[config.mk]
export PLATFORM = sky130hd
export DESIGN_NAME = ssib_chain
export DESIGN_NICKNAME = d
export VERILOG_FILES = /design/src/ssib_pkg.sv /design/src/ssib_cell.sv /design/src/ssib_chain.sv
export SDC_FILE = /design/constraint.sdc
export NUM_CORES = 2
export LEC_CHECK = 0
export ABC_AREA = 1
export CAP_MARGIN = 40
export CORE_MARGIN = 5
export CORE_UTILIZATION = 35
export CTS_CLUSTER_DIAMETER = 150
export DETAILED_ROUTE_END_ITERATION = 8
export DONT_BUFFER_PORTS = 1
export GPL_TIMING_DRIVEN = 0
export SLEW_MARGIN = 20
export SYNTH_ARGS = -nofsm -noshare
export SYNTH_HDL_FRONTEND = slang
export SYNTH_HIERARCHICAL = 1
export SYNTH_SLANG_ARGS = --single-unit
export TNS_END_PERCENT = 100
[constraint.sdc]
create_clock -name clk -period 3.1 [get_ports clk]
set_input_delay 0.62 -clock clk [delete_from_list [all_inputs] [get_ports clk]]
set_output_delay 0.62 -clock clk [all_outputs]
set_load 0.1 [all_outputs]
[src/ssib_pkg.sv]
// Shared types and constants for the split sorted insertion buffer.
package ssib_pkg;

    localparam int STORE_DEPTH = 32;
    localparam int CNT_W = $clog2(STORE_DEPTH + 1);
    localparam logic [7:0] TYPE_A = 8'd65;

    localparam logic REQ_INSERT = 1'b0;
    localparam logic REQ_DRAIN = 1'b1;

    localparam logic STORE_A = 1'b0;
    localparam logic STORE_B = 1'b1;

    typedef struct packed {
        logic              req_type;
        logic signed [31:0] product_code;
        logic [7:0]        product_type;
    } req_t;

    typedef struct packed {
        logic              from_store;
        logic signed [31:0] out_code;
        logic [7:0]        out_type;
        logic              record_valid;
        logic              overflowed;
        logic              last;
    } res_t;

    typedef struct packed {
        logic signed [31:0] code;
        logic [7:0]        kind;
    } rec_t;

    typedef struct packed {
        logic ins;
        logic shift;
    } ctl_t;

endpackage

[src/ssib_cell.sv]
// One slot of a sorted chain: compare with the key, shift right on insert, left on drain.
module ssib_cell
    import ssib_pkg::*;
(
    input  logic clk,
    input  ctl_t ctl,
    input  logic occupied,
    input  logic prev_less,
    input  rec_t key,
    input  rec_t left,
    input  rec_t right,
    output rec_t data,
    output logic less
);

    rec_t data_reg;
    rec_t data_next;

    assign less = occupied && (data_reg.code < key.code);
    assign data = data_reg;

    always_comb
    begin
        data_next = data_reg;
        if (ctl.ins && !less)
        begin
            data_next = prev_less ? key : left;
        end
        else if (ctl.shift)
        begin
            data_next = right;
        end
    end

    always_ff @(posedge clk)
    begin
        data_reg <= data_next;
    end

endmodule

[src/ssib_chain.sv]
// Row of cells forming one sorted store, with its fill count.
module ssib_chain
    import ssib_pkg::*;
(
    input  logic             clk,
    input  logic             rst_n,
    input  ctl_t             ctl,
    input  rec_t             key,
    output rec_t             head,
    output logic [CNT_W-1:0] count
);

    rec_t             cell_data [STORE_DEPTH];
    logic             cell_less [STORE_DEPTH];
    logic [CNT_W-1:0] count_reg;
    logic [CNT_W-1:0] count_next;

    genvar i;
    generate
        for (i = 0; i < STORE_DEPTH; i++)
        begin : g_cell
            rec_t left_data;
            rec_t right_data;
            logic prev_less;
            if (i == 0)
            begin : g_first
                assign left_data = key;
                assign prev_less = 1'b1;
            end
            else
            begin : g_rest
                assign left_data = cell_data[i-1];
                assign prev_less = cell_less[i-1];
            end
            if (i == STORE_DEPTH - 1)
            begin : g_end
                assign right_data = cell_data[i];
            end
            else
            begin : g_mid
                assign right_data = cell_data[i+1];
            end
            ssib_cell u_cell (
                .clk       (clk),
                .ctl       (ctl),
                .occupied  (CNT_W'(i) < count_reg),
                .prev_less (prev_less),
                .key       (key),
                .left      (left_data),
                .right     (right_data),
                .data      (cell_data[i]),
                .less      (cell_less[i])
            );
        end
    endgenerate

    always_comb
    begin
        count_next = count_reg;
        if (ctl.ins)
        begin
            count_next = count_reg + CNT_W'(1);
        end
        else if (ctl.shift)
        begin
            count_next = count_reg - CNT_W'(1);
        end
    end

    always_ff @(posedge clk or negedge rst_n)
    begin
        if (!rst_n)
        begin
            count_reg <= '0;
        end
        else
        begin
            count_reg <= count_next;
        end
    end

    assign head = cell_data[0];
    assign count = count_reg;

endmodule

==> results.sh <==
export IMPL_grt_antenna_before_repair=5
export IMPL_route_detailed_drc=0
export IMPL_die_width_um=539.6
export IMPL_whs_path_depth=3
export IMPL_dp_hpwl_um=258800
export IMPL_cp_max_fo=10
export IMPL_core_area_um2=279400
export IMPL_die_area_um2=291200
export IMPL_area_delta_synth_final_pct=17.63
export IMPL_wl_met1_um=154900
export IMPL_hold_viol_final=0
export IMPL_power_density_nw_per_um2=1379
export IMPL_nets=14310
export IMPL_wl_per_cell_um=20.45
export IMPL_path_clk_slew_ns=0.06
export IMPL_htree_levels=4
export IMPL_final_cell_mix="nand2_1 (3517), a21oi_1 (1424), nand3_1 (1359)"
export IMPL_detail_route_iter0_violations=9055
export IMPL_cp_end_kind="flip-flop"
export IMPL_reg2reg_depth=13
export IMPL_timing_fmax_mhz=328.2
export IMPL_syn_area_um2=98160
export IMPL_route_met2_wl_um=152400
export IMPL_status="finished, final reports clean"
export IMPL_fin_crit_sh_pct=98.29
export IMPL_grt_pass1_vias=84610
export IMPL_fin_util_pct=41.33
export IMPL_cp_arrival_ns=3.62
export IMPL_clock_sinks=1286
export IMPL_dr_pass1_iters=6
export IMPL_multi_input_area_um2=52010
export IMPL_drt_wl_total_um=350000
export IMPL_nFillCells=28100
export IMPL_dr_wl_met3_um=31920
export IMPL_gr_usage_all_layers_pct=22.76
export IMPL_maxSlewHeadroom_pct=54.36
export IMPL_cts_root_buf="clkbuf_16"
export IMPL_numCtsBuffers=165
export IMPL_port_buffers=0
export IMPL_hold_path_class="in -> reg"
export IMPL_rows=194
export IMPL_post_dp_cell_area_um2=104800
export IMPL_grt_pass1_wl_um=518900
export IMPL_avgSynthCellArea_um2=7.740
export IMPL_critPathKind="reg -> reg"
export IMPL_largest_register_ffs=1280
export IMPL_vias=89810
export IMPL_maxCapViolCount=0
export IMPL_synth_fp_nets=13720
export IMPL_grt_max_degree=66
export IMPL_antenna_left=0
export IMPL_finClkSkew_ns=0.1110
export IMPL_ios=90
export IMPL_initial_core_util_pct=35.13
export IMPL_cts_max_path_buffers=4
export IMPL_start_kind="flip-flop"
export IMPL_cts_tree="built"
export IMPL_clock_latency_ns=0.87
export IMPL_grt_overflow=0
export IMPL_setup_tns_ns=0
export IMPL_worstMarginPinSlew_ns=0.6845
export IMPL_p_leak_nw=56.95
export IMPL_dr_max_layer_used="met4"
export IMPL_period_needed_ns=3.047
export IMPL_drv_slew=0
export IMPL_setup_viol=0
export IMPL_syn_inst=12680
export IMPL_ir_drop_mv=0.6128
export IMPL_finalInstanceArea_um2=115500
export IMPL_fp_dieH_um=539.6
export IMPL_final_layout_size_suffix_gt1_share_pct=13.19
export IMPL_layout_commonest_cell="nand2_1"
export IMPL_gp_congestion=0.8765
export IMPL_required_ns=3.68
export IMPL_synth_warnings=6
export IMPL_vias_per_cell=5.248
export IMPL_final_seq_area_um2=38610
-- path summary, 6_finish.rpt --
kind,from,endpoint,slack (ns)
max,count[1],g_cell[22].u_cell/data[5],0.05
min,ctl[0],count[2],0.06
max reg2reg,count[1],g_cell[22].u_cell/data[5],0.05
min reg2reg,g_cell[30].u_cell/data[0],g_cell[29].u_cell/data[0],0.48
max in group asynchronous,rst_n,count[1],2.53
min in group asynchronous,rst_n,count[4],0.16
-- per-layer routing --
metal  up-vias  track usage, %
met5         -               0
met4         0           6.285
met3       601           4.593
met2      3557           35.52
met1     42210           31.99
li1      43440               -
-- report_power, final --
part / internal [mW] / total, mW / switching (mW)
sequential: 34.4 / 45.3 / 10.8
combinational: 39.0 / 95.3 / 56.3
clock: 10.7 / 18.6 / 7.91
-- critical path, cell delays in order (launching register included) --
cell        delay [ns]
dfrtp_4           0.74
clkinvlp_4        0.26
buf_4             0.18
buf_4             0.13
buf_4             0.13
a21oi_4           0.25
nand3_4           0.10
buf_6             0.16
inv_2             0.08
buf_6             0.13
buf_8             0.12
mux2_2            0.33
nand3_1           0.09
nand2_1           0.06
-- what timing repair did --
action / 4_1_cts / 5_1_grt
hold buffers: 2 / 0
gates cloned: 2 / 14
pin swaps: 22 / 37
setup buffers: 85 / 240
gates resized for setup: 613 / 323
endpoints found under the setup margin: 2262 / 1630
hold endpoints to repair: 8 / 0
-- final cells by class --
class                      count  area share (%)
inverter                    1362           4.438
sequential                  1286           33.44
clock buffer                 195           3.692
clock inverter                85          0.6404
tap                         3724           4.035
timing repair buffer         420           4.037
buffer                       673           4.649
antenna                       11         0.02384
multi-input combinational   9358           45.05
-- metrics by stage --
step | power, mW | setup WS [ns] | instances | hold slack, ns
3_3_place_gp | 124.1 | -2.080 | 16410 | 0.3277
4_1_cts | 152.1 | -0.005206 | 16850 | 0.01885
6_report | 159.2 | 0.05298 | 17110 | 0.06209
2_1_floorplan | 99.74 | -0.04889 | 12680 | 0.3244
5_1_grt | 170.8 | -0.1056 | 17100 | 0.04382
3_5_place_dp | 127.0 | -1.519 | 16480 | 0.3279
Note: power is estimated with default switching activity, not from simulation.
